--- src/rtl/core/oec_pkg.sv ---
// Shared types and constants for the occupancy exhaust controller.
// Holds the transfer payload structs, config reset values and mode codes.
// No dependencies.
package oec_pkg;

  localparam int HISTORY_DEPTH_DEFAULT = 8;
  localparam int QUEUE_DEPTH_DEFAULT = 2;

  localparam int CFG_INDEX_W = 3;

  // Config register indexes
  localparam logic [CFG_INDEX_W-1:0] REG_DISTANCE_LIMIT = 3'd0;
  localparam logic [CFG_INDEX_W-1:0] REG_SIGNAL_LIMIT   = 3'd1;
  localparam logic [CFG_INDEX_W-1:0] REG_SHORT_VISIT    = 3'd2;
  localparam logic [CFG_INDEX_W-1:0] REG_RUN_ON         = 3'd3;
  localparam logic [CFG_INDEX_W-1:0] REG_TOUCH_ONE      = 3'd4;
  localparam logic [CFG_INDEX_W-1:0] REG_TOUCH_TWO      = 3'd5;
  localparam logic [CFG_INDEX_W-1:0] REG_SENSOR_PRESENT = 3'd6;

  // Config reset values
  localparam logic [15:0] DISTANCE_LIMIT_RST = 16'd445;
  localparam logic [15:0] SIGNAL_LIMIT_RST   = 16'd500;
  localparam logic [15:0] SHORT_VISIT_RST    = 16'd15000;
  localparam logic [15:0] RUN_ON_RST         = 16'd30000;
  localparam logic [15:0] TOUCH_LIMIT_RST    = 16'hFFFF;
  localparam logic [1:0]  SENSOR_PRESENT_RST = 2'b00;

  // Exhaust mode codes
  localparam logic [1:0] MODE_OFF_FREE = 2'd0;
  localparam logic [1:0] MODE_OFF_OCC  = 2'd1;
  localparam logic [1:0] MODE_ON_FREE  = 2'd2;
  localparam logic [1:0] MODE_ON_OCC   = 2'd3;

  localparam logic [15:0] TIMER_MAX = 16'hFFFF;

  typedef struct packed {
    logic [15:0] dist_one_mm;
    logic [15:0] signal_one;
    logic [7:0]  status_one;
    logic [15:0] dist_two_mm;
    logic [15:0] signal_two;
    logic [7:0]  status_two;
    logic [15:0] touch_one;
    logic [15:0] touch_two;
    logic [15:0] elapsed_ms;
  } oec_in_t;

  typedef struct packed {
    logic       exhaust_on;
    logic       flush_one;
    logic       flush_two;
    logic       occupied_one;
    logic       occupied_two;
    logic       fault_one;
    logic       fault_two;
    logic [1:0] mode;
  } oec_out_t;

  typedef struct packed {
    logic [15:0] distance_limit_mm;
    logic [15:0] signal_limit;
    logic [15:0] short_visit_ms;
    logic [15:0] run_on_ms;
    logic [15:0] touch_one_limit;
    logic [15:0] touch_two_limit;
    logic [1:0]  sensor_present;
  } oec_cfg_t;

  // Classified sample handed from the front end to the back end
  typedef struct packed {
    logic [1:0]  present;
    logic        occ_one;
    logic        occ_two;
    logic        good_one;
    logic        good_two;
    logic        flush_one;
    logic        flush_two;
    logic [15:0] elapsed_ms;
  } oec_cls_t;

endpackage

--- src/rtl/core/occupancy_exhaust_controller_unit.sv ---
// Occupancy exhaust controller, top level: config registers and the pipeline.
// Depends on oec_pkg, oec_front, oec_queue, oec_back.
// A transferred sample is written into the queue, then popped into the back end's result register.
// Throughput: one sample per cycle while out_ready holds; the back end's state update sets it.
// Reset (rst, synchronous, active high) restores config defaults, clears mode,
// timer and occupancy, fills the history with good bits, and empties the queue and result register.
module occupancy_exhaust_controller_unit #(
  parameter int HISTORY_DEPTH = oec_pkg::HISTORY_DEPTH_DEFAULT,
  parameter int QUEUE_DEPTH   = oec_pkg::QUEUE_DEPTH_DEFAULT
) (
  input  logic                            clk,
  input  logic                            rst,
  input  logic                            in_valid,
  output logic                            in_ready,
  input  oec_pkg::oec_in_t                in_item,
  output logic                            out_valid,
  input  logic                            out_ready,
  output oec_pkg::oec_out_t               out_item,
  input  logic                            cfg_valid,
  output logic                            cfg_ready,
  input  logic [oec_pkg::CFG_INDEX_W-1:0] cfg_index,
  input  logic [15:0]                     cfg_data
);
  import oec_pkg::*;

  oec_cfg_t cfg;
  logic     q_full;
  logic     q_push;
  logic     q_pop;
  logic     q_valid;
  oec_cls_t q_push_item;
  oec_cls_t q_head;

  // Config writes always complete in one transfer; indexes past the list drop.
  assign cfg_ready = 1'b1;

  always_ff @(posedge clk) begin
    if (rst) begin
      cfg.distance_limit_mm <= DISTANCE_LIMIT_RST;
      cfg.signal_limit      <= SIGNAL_LIMIT_RST;
      cfg.short_visit_ms    <= SHORT_VISIT_RST;
      cfg.run_on_ms         <= RUN_ON_RST;
      cfg.touch_one_limit   <= TOUCH_LIMIT_RST;
      cfg.touch_two_limit   <= TOUCH_LIMIT_RST;
      cfg.sensor_present    <= SENSOR_PRESENT_RST;
    end else if (cfg_valid && cfg_ready) begin
      case (cfg_index)
        REG_DISTANCE_LIMIT: cfg.distance_limit_mm <= cfg_data;
        REG_SIGNAL_LIMIT:   cfg.signal_limit      <= cfg_data;
        REG_SHORT_VISIT:    cfg.short_visit_ms    <= cfg_data;
        REG_RUN_ON:         cfg.run_on_ms         <= cfg_data;
        REG_TOUCH_ONE:      cfg.touch_one_limit   <= cfg_data;
        REG_TOUCH_TWO:      cfg.touch_two_limit   <= cfg_data;
        REG_SENSOR_PRESENT: cfg.sensor_present    <= cfg_data[1:0];
        default: ;
      endcase
    end
  end

  // Front end: classify each sample as it is transferred in
  oec_front u_front (
    .cfg      (cfg),
    .in_valid (in_valid),
    .in_ready (in_ready),
    .in_item  (in_item),
    .q_full   (q_full),
    .q_push   (q_push),
    .q_item   (q_push_item)
  );

  // Queue decouples intake from the state update
  oec_queue #(
    .DEPTH (QUEUE_DEPTH)
  ) u_queue (
    .clk       (clk),
    .rst       (rst),
    .push      (q_push),
    .push_item (q_push_item),
    .full      (q_full),
    .pop       (q_pop),
    .valid     (q_valid),
    .head      (q_head)
  );

  // Back end: advance timer, history and mode; hold the result until taken
  oec_back #(
    .HISTORY_DEPTH (HISTORY_DEPTH)
  ) u_back (
    .clk       (clk),
    .rst       (rst),
    .cfg       (cfg),
    .q_valid   (q_valid),
    .q_item    (q_head),
    .q_pop     (q_pop),
    .out_valid (out_valid),
    .out_ready (out_ready),
    .out_item  (out_item)
  );

`ifndef ASSERT_OFF
  // Exhaust drive is the high bit of the reported mode
  assert property (@(posedge clk) disable iff (rst)
    out_valid |-> (out_item.exhaust_on == out_item.mode[1]))
    else $error("exhaust drive disagrees with mode");

  // The off-occupied mode is never entered from reset
  assert property (@(posedge clk) disable iff (rst)
    out_valid |-> (out_item.mode != MODE_OFF_OCC))
    else $error("unreachable mode reported");

  // A fault is only ever reported for a present sensor
  assert property (@(posedge clk) disable iff (rst)
    (out_valid && (out_item.fault_one || out_item.fault_two)) |->
      ((!out_item.fault_one || cfg.sensor_present[0]) &&
       (!out_item.fault_two || cfg.sensor_present[1])))
    else $error("fault on absent sensor");

  // Intake stalls only while the queue holds no free slot
  assert property (@(posedge clk) disable iff (rst)
    !in_ready |-> q_valid)
    else $error("intake stalled with queue empty");
`endif

endmodule

--- src/rtl/core/oec_front.sv ---
// Front end: accepts samples and classifies them against the config limits.
// Depends on oec_pkg.
module oec_front (
  input  oec_pkg::oec_cfg_t cfg,
  input  logic              in_valid,
  output logic              in_ready,
  input  oec_pkg::oec_in_t  in_item,
  input  logic              q_full,
  output logic              q_push,
  output oec_pkg::oec_cls_t q_item
);
  import oec_pkg::*;

  // Status codes 0 and 2 count as good
  function automatic logic status_good(input logic [7:0] status);
    return (status[7:2] == 6'd0) && !status[0];
  endfunction

  assign in_ready = !q_full;
  assign q_push   = in_valid && in_ready;

  always_comb begin
    q_item.present    = cfg.sensor_present;
    q_item.occ_one    = (in_item.dist_one_mm < cfg.distance_limit_mm) &&
                        (in_item.signal_one > cfg.signal_limit);
    q_item.occ_two    = (in_item.dist_two_mm < cfg.distance_limit_mm) &&
                        (in_item.signal_two > cfg.signal_limit);
    q_item.good_one   = status_good(in_item.status_one);
    q_item.good_two   = status_good(in_item.status_two);
    q_item.flush_one  = in_item.touch_one > cfg.touch_one_limit;
    q_item.flush_two  = in_item.touch_two > cfg.touch_two_limit;
    q_item.elapsed_ms = in_item.elapsed_ms;
  end

endmodule

--- src/rtl/core/oec_queue.sv ---
// Short queue between front and back ends, flop-based.
// Depends on oec_pkg.
module oec_queue #(
  parameter int DEPTH = oec_pkg::QUEUE_DEPTH_DEFAULT
) (
  input  logic              clk,
  input  logic              rst,
  input  logic              push,
  input  oec_pkg::oec_cls_t push_item,
  output logic              full,
  input  logic              pop,
  output logic              valid,
  output oec_pkg::oec_cls_t head
);
  import oec_pkg::*;

  localparam int ADDR_W = (DEPTH > 1) ? $clog2(DEPTH) : 1;
  localparam int CNT_W  = $clog2(DEPTH + 1);
  localparam logic [CNT_W-1:0] DEPTH_CNT = CNT_W'(DEPTH);
  localparam logic [ADDR_W-1:0] LAST_PTR = ADDR_W'(DEPTH - 1);

  oec_cls_t          slots [DEPTH];
  logic [ADDR_W-1:0] wr_ptr;
  logic [ADDR_W-1:0] rd_ptr;
  logic [CNT_W-1:0]  count;

  assign full  = (count == DEPTH_CNT);
  assign valid = (count != '0);
  assign head  = slots[rd_ptr];

  always_ff @(posedge clk) begin
    if (push) begin
      slots[wr_ptr] <= push_item;
    end
  end

  always_ff @(posedge clk) begin
    if (rst) begin
      wr_ptr <= '0;
      rd_ptr <= '0;
      count  <= '0;
    end else begin
      if (push) begin
        wr_ptr <= (wr_ptr == LAST_PTR) ? '0 : wr_ptr + 1'b1;
      end
      if (pop) begin
        rd_ptr <= (rd_ptr == LAST_PTR) ? '0 : rd_ptr + 1'b1;
      end
      if (push && !pop) begin
        count <= count + 1'b1;
      end else if (pop && !push) begin
        count <= count - 1'b1;
      end
    end
  end

endmodule

--- src/rtl/core/oec_back.sv ---
// Back end: dwell timer, status history, exhaust mode machine, result register.
// Depends on oec_pkg.
module oec_back #(
  parameter int HISTORY_DEPTH = oec_pkg::HISTORY_DEPTH_DEFAULT
) (
  input  logic              clk,
  input  logic              rst,
  input  oec_pkg::oec_cfg_t cfg,
  input  logic              q_valid,
  input  oec_pkg::oec_cls_t q_item,
  output logic              q_pop,
  output logic              out_valid,
  input  logic              out_ready,
  output oec_pkg::oec_out_t out_item
);
  import oec_pkg::*;

  logic [1:0]               mode;
  logic [1:0]               mode_next;
  logic [15:0]              dwell_timer;
  logic [15:0]              dwell_timer_next;
  logic [16:0]              timer_sum;
  logic [15:0]              timer_sat;
  logic                     occupied_one;
  logic                     occupied_two;
  logic                     occ_one_now;
  logic                     occ_two_now;
  logic                     any_occ;
  logic                     fault_one;
  logic                     fault_two;
  logic [HISTORY_DEPTH-1:0] good_one_hist;
  logic [HISTORY_DEPTH-1:0] good_two_hist;
  logic [HISTORY_DEPTH-1:0] good_one_hist_next;
  logic [HISTORY_DEPTH-1:0] good_two_hist_next;

  assign q_pop = q_valid && (!out_valid || out_ready);

  // Saturating timer
  assign timer_sum = {1'b0, dwell_timer} + {1'b0, q_item.elapsed_ms};
  assign timer_sat = timer_sum[16] ? TIMER_MAX : timer_sum[15:0];

  assign occ_one_now = q_item.present[0] ? q_item.occ_one : occupied_one;
  assign occ_two_now = q_item.present[1] ? q_item.occ_two : occupied_two;
  assign any_occ     = occ_one_now || occ_two_now;

  // History keeps one good bit per entry; fault when none is good
  assign fault_one = q_item.present[0] && !(|good_one_hist);
  assign fault_two = q_item.present[1] && !(|good_two_hist);

  always_comb begin
    good_one_hist_next    = good_one_hist;
    good_two_hist_next    = good_two_hist;
    if (q_item.present[0]) begin
      good_one_hist_next[0] = q_item.good_one;
      for (int i = 1; i < HISTORY_DEPTH; i++) begin
        good_one_hist_next[i] = good_one_hist[i-1];
      end
    end
    if (q_item.present[1]) begin
      good_two_hist_next[0] = q_item.good_two;
      for (int i = 1; i < HISTORY_DEPTH; i++) begin
        good_two_hist_next[i] = good_two_hist[i-1];
      end
    end
  end

  always_comb begin
    mode_next        = mode;
    dwell_timer_next = timer_sat;
    unique case (mode)
      MODE_OFF_FREE: begin
        if (any_occ) begin
          mode_next        = MODE_ON_OCC;
          dwell_timer_next = '0;
        end
      end
      MODE_OFF_OCC: begin
        mode_next        = MODE_ON_OCC;
        dwell_timer_next = '0;
      end
      MODE_ON_OCC: begin
        if (!any_occ) begin
          if (timer_sat < cfg.short_visit_ms) begin
            mode_next = MODE_OFF_FREE;
          end else begin
            mode_next        = MODE_ON_FREE;
            dwell_timer_next = '0;
          end
        end
      end
      MODE_ON_FREE: begin
        // Run-on timeout overrides a return to occupied
        if (timer_sat > cfg.run_on_ms) begin
          mode_next = MODE_OFF_FREE;
        end else if (any_occ) begin
          mode_next = MODE_ON_OCC;
        end
      end
      default: mode_next = MODE_OFF_FREE;
    endcase
  end

  always_ff @(posedge clk) begin
    if (rst) begin
      mode          <= MODE_OFF_FREE;
      dwell_timer   <= '0;
      occupied_one  <= 1'b0;
      occupied_two  <= 1'b0;
      good_one_hist <= '1;
      good_two_hist <= '1;
      out_valid     <= 1'b0;
    end else begin
      if (q_pop) begin
        mode          <= mode_next;
        dwell_timer   <= dwell_timer_next;
        occupied_one  <= occ_one_now;
        occupied_two  <= occ_two_now;
        good_one_hist <= good_one_hist_next;
        good_two_hist <= good_two_hist_next;
        out_valid     <= 1'b1;
      end else if (out_ready) begin
        out_valid <= 1'b0;
      end
    end
  end

  always_ff @(posedge clk) begin
    if (q_pop) begin
      out_item.exhaust_on   <= mode_next[1];
      out_item.flush_one    <= q_item.flush_one;
      out_item.flush_two    <= q_item.flush_two;
      out_item.occupied_one <= occ_one_now;
      out_item.occupied_two <= occ_two_now;
      out_item.fault_one    <= fault_one;
      out_item.fault_two    <= fault_two;
      out_item.mode         <= mode_next;
    end
  end

endmodule
--- config.mk ---
export PLATFORM = sky130hd
export DESIGN_NAME = occupancy_exhaust_controller_unit
export DESIGN_NICKNAME = d
export VERILOG_FILES = /design/src/rtl/core/oec_pkg.sv /design/src/rtl/core/occupancy_exhaust_controller_unit.sv /design/src/rtl/core/oec_front.sv /design/src/rtl/core/oec_queue.sv /design/src/rtl/core/oec_back.sv
export SDC_FILE = /design/constraint.sdc
export NUM_CORES = 1
export LEC_CHECK = 0
export BUFFER_PORTS_ARGS = -buffer_cell sky130_fd_sc_hd__buf_2
export CAP_MARGIN = 20
export CORE_MARGIN = 5
export CORE_UTILIZATION = 50
export CTS_CLUSTER_DIAMETER = 30
export CTS_CLUSTER_SIZE = 40
export DETAILED_ROUTE_END_ITERATION = 10
export GPL_ROUTABILITY_DRIVEN = 0
export PLACE_DENSITY = 0.74
export SLEW_MARGIN = 15
export SYNTH_ARGS = -nofsm -noshare
export SYNTH_HDL_FRONTEND = slang
export SYNTH_SLANG_ARGS = --single-unit
--- constraint.sdc ---
create_clock -name clk -period 9.55 [get_ports clk]
set_input_delay 1.4325 -clock clk [delete_from_list [all_inputs] [get_ports clk]]
set_output_delay 1.4325 -clock clk [all_outputs]
set_load 0.02 [all_outputs]
==> results.toml, run 1 <==
[status]
outcome = "finished clean"

[cts]
cts_tree = "built"
clockBufferDepth = 2
cts_resized = 0
clk-insertion-delay-late_ns = 0.43
cts.sinks = 196
cts_buffers = 17
cts_max_level = 4
hold_buffers = 0
postCtsSetupBuffers = 0
cts_root_buf = "clkbuf_16"
clkTransAtPathRegs_ns = 0.08

[power]
netSwitchingFraction = 0.392
p_switching_w = 0.00124
powerDensity_nw_per_um2 = 250
power_frac_comb = 0.441
pwr-share-seq = 0.337
clockPowerShare = 0.222
leakage_nw = 5.80
max-vdd-ir-drop_mv = 0.139
internal-power_w = 0.00192
power_w = 0.00316

[sta]
fin_tns_setup_ns = 0
finalHoldViolations = 0
tightest_slew_ns = 1.08
relSlewSlack = 0.283
period_needed_ns = 5.81
setup_viol = 0
rsz0062_at_grt = "false"
final-max-slew-violation-count = 0
fmax_mhz = 172
layout_worst_path_cycle_share = 0.608
fin_skew_ns = 0.00879

[worst_setup_path]
cp_data_arrival_time_ns = 6.19
worstPathCellList = "buf_4 -> mux2_2 -> ha_1 -> fa_1 -> a211oi_1 -> o21ai_1 -> nand3_1 -> and2_4 -> o21ai_0 -> ha_1 -> a21oi_1 -> a2bb2oi_1 -> o211ai_1 -> nor3b_1 -> a21oi_2 -> o31ai_4 -> a22o_1"
cp_common_cell = "ha_1"
cp.required_ns = 9.93
critPathLaunchType = "register"
slowest_stage = "dfxtp_1"
path_class = "register to register"
endpoint_kind = "register"
critical_path.max_fanout = 16
max_stage_delay_ns = 0.72

[synth]
synthArstFlopShare = 0
seq_area_frac_synth = 0.407
synth.avg_cell_area_sq_um = 9.32
syn_nets = 1477
yosysTopAreaCell = "dfxtp_1"
ys_types = 65
synth_common_cells = "nand2_1 (152), ha_1 (141), dfxtp_1 (140)"
ys.flop_type = "dfxtp_1"
yosys-top-cells-area = "dfxtp_1 (25%), ha_1 (16%), edfxtp_1 (15%)"
ys_ff_latch = 196
syn-instance-count = 1183
synth.most_common_cell = "nand2_1"
post-synth-top-area-fraction = 0.254
synth_edf_count = 56
yosysWarningCount = 0
syn_area_sq_um = 11000

[floorplan]
ioPinCount = 164
rows = 54
die_area_sq_um = 25100
die_w_um = 158
die_h_um = 158
core_area_sq_um = 21800
start_util = 0.507

[detailed_routing]
avgRoutedWirePerCell_um = 16.6
drt-pass1-iter-count = 5
drtIter0Drc = 540
avgViaCountPerCell = 5.54
wl_um = 26900
ant_nets = 0
vias = 9012
drc = 0

[grt]
grt_pass1_vias = 8900
grt-busiest-layer = "met2"
use_met3 = 0.0375
grtUsageTotal = 0.217
antenna_found_initial = 2
met1_usage = 0.276
overflow = 0
grt_pass1_wl_um = 43000
grt_max_degree = 108
use_met2 = 0.379

[cells_and_area]
area_growth_pct = 14.9
drive_gt1_frac = 0.176
design_area_sq_um = 12700
post-route-util = 0.582
final_nets = 1625

[place]
hpwl_um = 20200
dpl_cell_area_sq_um = 12100
portBuffers = 160

[run]
drv_cap = 0

[worst_hold_path]
hp-class = "register to register"
-- layout make-up --
class | instances | area [sq um]
Antenna cell | 2 | 5.00
Clock buffer | 17 | 425
Clock inverter | 15 | 159
Fill cell | 1910 | 9090
Inverter | 104 | 390
Multi-Input combinational cell | 843 | 5980
Sequential cell | 196 | 4480
Tap cell | 280 | 350
Timing Repair Buffer | 169 | 871
-- path summary, 6_finish.rpt --
| check | start | endpoint | depth (start not counted) | slack (ns) |
|---|---|---|---|---|
| setup / recovery | register | u_back.dwell_timer[12] | 17 | 3.74 |
| hold / removal | cfg[93] | cfg[93] | 2 | 0.46 |
| hold reg to reg | cfg[93] | cfg[93] | 2 | 0.46 |
| setup reg to reg | register | u_back.dwell_timer[12] | 17 | 3.74 |
-- cells by family after synthesis --
group / synth area share
flip-flops: 0.407
multiplexers: 0.0313
adder cells (fa/ha/maj): 0.162
other: 0.000340
AO/OA/AOI/OAI: 0.170
XOR/XNOR: 0.0103
AND/OR/NAND/NOR: 0.167
buffers and inverters: 0.0515
-- placed cells by master (no fill, tap or decap), types with 13 or more instances in the layout --
master     synthesis  final
nand3b_1          25     25
ha_1             141    141
o21ai_0           32     32
nand2b_1          13     13
nor3_1            16     14
a211oi_1          13     13
nand3_1           16     16
nor2b_1           24     24
nor2_1            84     83
dfxtp_1          140    140
nand4_1           23     23
mux2_2            20     20
edfxtp_1          56     56
inv_1            104    104
a22o_1            15     15
a211o_1           50     50
a21o_1            29     29
clkbuf_16          0     17
nand2_1          152    152
a21oi_1           72     72
buf_2              1    159
-- layer usage --
layer / share of wire / wire (um) / up-vias
li1: - / - / 4517
met1: 0.44 / 11900 / 4232
met2: 0.49 / 13200 / 234
met3: 0.050 / 1350 / 29
met4: 0.017 / 470 / 0
met5: 0 / 0 / -
-- worst max-delay path, delay by kind of cell (launching register included) --
kind,cells,cell delay [ns]
adders and majority gates,3,0.94
DFF,1,0.72
buffers and inverters,1,0.38
AOI/OAI and AO/OA,9,2.51
muxes,1,0.38
and+or+nand+nor,3,0.78
-- stage by stage --
| step | worst slack (ns) | hold WS, ns | instances |
|---|---|---|---|
| after floorplan | 4.81 | 0.425 | 1183 |
| after global placement | 4.00 | 0.439 | 1592 |
| after detailed placement | 3.86 | 0.446 | 1592 |
| after CTS | 3.74 | 0.457 | 1624 |
| after global routing | 3.40 | 0.474 | 1626 |
| final | 3.74 | 0.458 | 1626 |
-- flip-flops by register name (all words and copies together), names as in the netlist, 2 cells and up, named ones only --
| register | cells |
|---|---|
| u_back.out_item | 8 |
| u_queue.count | 2 |
| u_back.good_one_hist | 8 |
| u_queue.slots | 48 |
| u_back.mode | 2 |
| u_back.dwell_timer | 16 |
| u_back.good_two_hist | 8 |
| cfg | 98 |
-- power by group through the flow --
stage | registers, W | clock network [W] | logic (W)
global placement | 0.00108 | 0 | 0.00131
detailed placement | 0.00108 | 0 | 0.00137
global route | 0.00108 | 0.000751 | 0.00155
floorplan | 0.00108 | 0 | 0.00101
CTS | 0.00106 | 0.000718 | 0.00138
finish | 0.00106 | 0.000703 | 0.00139
Note: power is estimated with default switching activity, not from simulation.
==> run 2: changes to the inputs <==
- clock period: 9.55 -> 5.6 ns (I/O delays scaled with it)
==> results.toml, run 2 (synthesis results as in run 1) <==
[status]
outcome = "finished clean"

[power]
p_switching_w = 0.00212
pwr-share-seq = 0.334
netSwitchingFraction = 0.392
power_frac_comb = 0.438
internal-power_w = 0.00329
leakage_nw = 5.82
powerDensity_nw_per_um2 = 426
max-vdd-ir-drop_mv = 0.293
clockPowerShare = 0.227

[cts]
postCtsSetupBuffers = 0
cts_root_buf = "clkbuf_16"
cts.sinks = 196
hold_buffers = 0
cts_tree = "built"
cts_buffers = 17
cts_resized = 0
clkTransAtPathRegs_ns = 0.08
clk-insertion-delay-late_ns = 0.44
cts_max_level = 4
clockBufferDepth = 2

[floorplan]
die_w_um = 158
ioPinCount = 164
rows = 54
start_util = 0.507
die_h_um = 158
core_area_sq_um = 21800
die_area_sq_um = 25100

[grt]
grt_pass1_vias = 8738
antenna_found_initial = 2
grt_pass1_wl_um = 42400
overflow = 0
grt_max_degree = 103
grtUsageTotal = 0.211

[cells_and_area]
drive_gt1_frac = 0.179
final_common_cell = "buf_2"
top_regs = "cfg: 98 flops, u_queue.slots: 48 flops, u_back.dwell_timer: 16 flops"
max_flop_register = "cfg"
regArea_sq_um = 4480
area_growth_pct = 15.3
multiInputGateArea_sq_um = 5980
largest_register_ffs = 98
fillers = 1930
fin_cells = 1629
final_nets = 1628
post-route-util = 0.584
final_cell_mix = "buf_2 (159), nand2_1 (152), ha_1 (141)"

[detailed_routing]
avgRoutedWirePerCell_um = 16.3
vias = 9032
drtIter0Drc = 565
drt-pass1-iter-count = 5
ant_nets = 0
wl_um = 26500
drc = 0
avgViaCountPerCell = 5.54

[worst_setup_path]
path_class = "register to register"
cp_data_arrival_time_ns = 5.12
cp.required_ns = 5.76
reg2reg_depth = 18
worst_r2r_endpoint = "u_back.out_item[1]"
critical_path.max_fanout = 11
critPathLaunchType = "register"
endpoint_kind = "register"
reg2reg_setup_slack_ns = 0.64
crit_end = "u_back.out_item[1]"

[run]
drv_cap = 0

[sta]
fin_ws_ns = 0.638
layout_worst_path_cycle_share = 0.886
relSlewSlack = 0.315
period_needed_ns = 4.96
fin_skew_ns = 0.0191
finalHoldViolations = 0
fin_tns_setup_ns = 0
tightest_slew_ns = 1.02
final-max-slew-violation-count = 0
fmax_mhz = 202
setup_viol = 0
rsz0062_at_grt = "false"

[place]
hpwl_um = 20000
portBuffers = 160
place_inst = 1594
place_ws_ns = 0.742

[worst_hold_path]
hp-class = "register to register"
run 2: cell count changes in the layout (fill, tap and decap cells not counted):
| cell | change |
|---|---|
| clkinv_1 | -1 |
| inv_6 | +1 |
| buf_4 | +3 |
| inv_12 | +1 |
| clkinv_2 | -1 |
run 2: layout make-up:
class,instances,area share
Clock buffer,17,0.0335
Multi-Input combinational cell,843,0.471
Clock inverter,15,0.0138
Inverter,104,0.0307
Tap cell,280,0.0276
Sequential cell,196,0.353
Antenna cell,2,0.000394
Timing Repair Buffer,172,0.0703
run 2: routing by layer:
metal,part of all wire,GRT usage
met1,0.43,0.273
met2,0.50,0.372
met3,0.057,0.0364
met4,0.013,0.0467
met5,0,0
run 2: stage by stage:
stage	area [sq um]	total power (W)	hold WS (ns)
floorplan	11000	0.00356	0.425
global placement	12100	0.00408	0.436
detailed placement	12100	0.00417	0.447
CTS	12700	0.00542	0.457
global route	12700	0.00582	0.474
finish	12700	0.00541	0.456
run 2: critical path, cell delays in order (launching register included):
cell	delay [ns]
dfxtp_1	0.49
buf_4	0.27
mux2_2	0.36
ha_1	0.33
nor3_1	0.28
nor3_1	0.13
a211oi_1	0.47
o31ai_1	0.14
a21oi_1	0.20
xor2_1	0.24
nand2_1	0.12
ha_1	0.31
o21ai_0	0.07
o21ai_0	0.27
a21oi_1	0.12
o21ai_0	0.18
o211ai_1	0.11
a211oi_1	0.45
o21ai_1	0.16
run 2: power by group through the flow:
| stage | clock network (W) | registers [W] | logic (W) |
|---|---|---|---|
| floorplan | 0 | 0.00184 | 0.00172 |
| global placement | 0 | 0.00183 | 0.00224 |
| detailed placement | 0 | 0.00184 | 0.00233 |
| CTS | 0.00125 | 0.00181 | 0.00236 |
| global route | 0.00131 | 0.00183 | 0.00267 |
| finish | 0.00123 | 0.00181 | 0.00237 |
run 2: how the worst min path moves through the flow:
| stage | start | endpoint | slack [ns] | cells past startpoint |
|---|---|---|---|---|
| global route | cfg[36] | cfg[36] | 0.47 | 2 |
| global placement | cfg[0] | u_queue.slots[0][22] | 0.44 | 0 |
| floorplan | cfg[0] | u_queue.slots[0][22] | 0.43 | 0 |
| finish | cfg[60] | cfg[60] | 0.46 | 2 |
| CTS | cfg[36] | cfg[36] | 0.46 | 2 |
| detailed placement | cfg[76] | cfg[76] | 0.45 | 2 |
==> run 3: changes to the inputs <==
- ABC_CLOCK_PERIOD_IN_PS: not set -> 5600
- CELL_PAD_IN_SITES_DETAIL_PLACEMENT: not set -> 0
- CELL_PAD_IN_SITES_GLOBAL_PLACEMENT: not set -> 1
- CORE_UTILIZATION: 50 -> 44
- PLACE_DENSITY: 0.74 -> 0.83
==> results.toml, run 3 (synthesis results as in run 1) <==
[detailed_routing]
drt-pass1-iter-count = 5
drc = 0
ant_nets = 0
vias = 8956
wl_um = 27200
avgViaCountPerCell = 5.33
drtIter0Drc = 452
avgRoutedWirePerCell_um = 16.2

[power]
max-vdd-ir-drop_mv = 0.233
power_frac_comb = 0.437
leakage_nw = 5.85
p_switching_w = 0.00214
powerDensity_nw_per_um2 = 424
internal-power_w = 0.00330
clockPowerShare = 0.231
pwr-share-seq = 0.332
netSwitchingFraction = 0.393

[cts]
cts.sinks = 196
clk-insertion-delay-late_ns = 0.44
clkTransAtPathRegs_ns = 0.08
cts_resized = 0
clockBufferDepth = 2
hold_buffers = 0
postCtsSetupBuffers = 0
cts_root_buf = "clkbuf_16"
cts_buffers = 17
cts_tree = "built"
cts_max_level = 4

[cells_and_area]
top_regs = "cfg: 98 flops, u_queue.slots: 48 flops, u_back.dwell_timer: 16 flops"
fillers = 2343
design_area_sq_um = 12800
final_nets = 1629
drive_gt1_frac = 0.180
final_cell_mix = "buf_2 (159), nand2_1 (152), ha_1 (141)"
max_flop_register = "cfg"
area_growth_pct = 16.3
fin_cells = 1680
final_common_cell = "buf_2"
largest_register_ffs = 98

[place]
dpl_cell_area_sq_um = 12200
hpwl_um = 20600
place_inst = 1644
portBuffers = 160

[sta]
fmax_mhz = 206
fin_skew_ns = 0.0136
fin_tns_setup_ns = 0
tightest_slew_ns = 1.04
rsz0062_at_grt = "false"
layout_worst_path_cycle_share = 0.869
setup_viol = 0
final-max-slew-violation-count = 0
finalHoldViolations = 0
period_needed_ns = 4.86
relSlewSlack = 0.307

[grt]
grt_max_degree = 111
overflow = 0
grtUsageTotal = 0.189
antenna_found_initial = 3
grt_pass1_wl_um = 43500
grt_pass1_vias = 8692

[floorplan]
die_w_um = 168
ioPinCount = 164
die_h_um = 168
die_area_sq_um = 28300
start_util = 0.443
core_area_sq_um = 24900
rows = 58

[worst_setup_path]
cp.required_ns = 5.98
cp_num_buf_inv = 2
slowest_stage = "fa_1"
path_class = "register to register"
cp_num_cells = 18
critPathLaunchType = "register"
max_stage_delay_ns = 0.43
cp_top_family = "compound AO/OA/AOI/OAI gates"
cp_data_arrival_time_ns = 5.24
worstPathCellList = "buf_4 -> mux2_2 -> ha_1 -> fa_1 -> a211oi_1 -> o21ai_1 -> nand3_1 -> and2_4 -> o21ai_0 -> ha_1 -> a21oi_1 -> a2bb2oi_1 -> o211ai_1 -> nor3b_1 -> a21oi_2 -> o31ai_4 -> buf_4 -> a22o_1"
critical_path.max_fanout = 16
reg2reg_depth = 18
endpoint_kind = "register"

[worst_hold_path]
hp-class = "register to register"
hold_start = "cfg[35]"
hold_depth = 2

[run]
drv_cap = 0

[status]
outcome = "finished clean"
-- run 3: cell count changes in the layout (fill, tap and decap cells not counted) --
| cell | previous run | this run |
|---|---|---|
| buf_16 | 0 | 1 |
| clkinv_4 | 1 | 0 |
| clkinv_8 | 4 | 8 |
| clkinvlp_4 | 1 | 0 |
| inv_4 | 0 | 1 |
| inv_6 | 5 | 3 |
| inv_8 | 3 | 2 |
-- run 3: path summary, 6_finish.rpt --
check / to / slack, ns
max reg2reg: u_back.dwell_timer[15] / 0.74
min reg2reg: cfg[35] / 0.46
max: u_back.dwell_timer[15] / 0.74
min: cfg[35] / 0.46
-- run 3: cell type report --
class | instances | area, sq um | area share
Tap cell | 330 | 413 | 0.0322
Multi-Input combinational cell | 843 | 5980 | 0.466
Clock inverter | 15 | 201 | 0.0157
Inverter | 104 | 390 | 0.0304
Timing Repair Buffer | 173 | 921 | 0.0718
Antenna cell | 2 | 5.00 | 0.000390
Sequential cell | 196 | 4480 | 0.350
Clock buffer | 17 | 425 | 0.0332
-- run 3: power groups by stage --
| stage | Sequential [W] | Clock (W) | Combinational [W] |
|---|---|---|---|
| after floorplan | 0.00184 | 0 | 0.00172 |
| after global placement | 0.00183 | 0 | 0.00230 |
| after detailed placement | 0.00183 | 0 | 0.00236 |
| after CTS | 0.00180 | 0.00128 | 0.00238 |
| after global routing | 0.00183 | 0.00133 | 0.00268 |
| final | 0.00180 | 0.00125 | 0.00237 |
-- run 3: through the flow --
stage           util  setup WS, ns  hold slack [ns]  power, W
2_1_floorplan      -         0.863            0.425   0.00356
3_3_place_gp   0.488         0.897            0.434   0.00413
3_5_place_dp   0.488         0.791            0.446   0.00419
4_1_cts        0.513         0.770            0.457   0.00546
5_1_grt        0.515         0.407            0.474   0.00584
6_report       0.515         0.735            0.457   0.00543
-- run 3: metal layers --
layer | global-route usage | part of all wire | up-vias | routed length [um]
met5 | 0 | 0.00092 | - | 25
met4 | 0.0367 | 0.012 | 4 | 333
met3 | 0.0441 | 0.059 | 26 | 1590
met2 | 0.303 | 0.45 | 240 | 12200
met1 | 0.265 | 0.48 | 4149 | 13000
li1 | - | - | 4537 | -
-- run 3: tightest hold or removal path, cell delays in order, from the launching register on --
cell,delay (ns)
dfxtp_1,0.31
nand2_1,0.05
a21oi_1,0.05
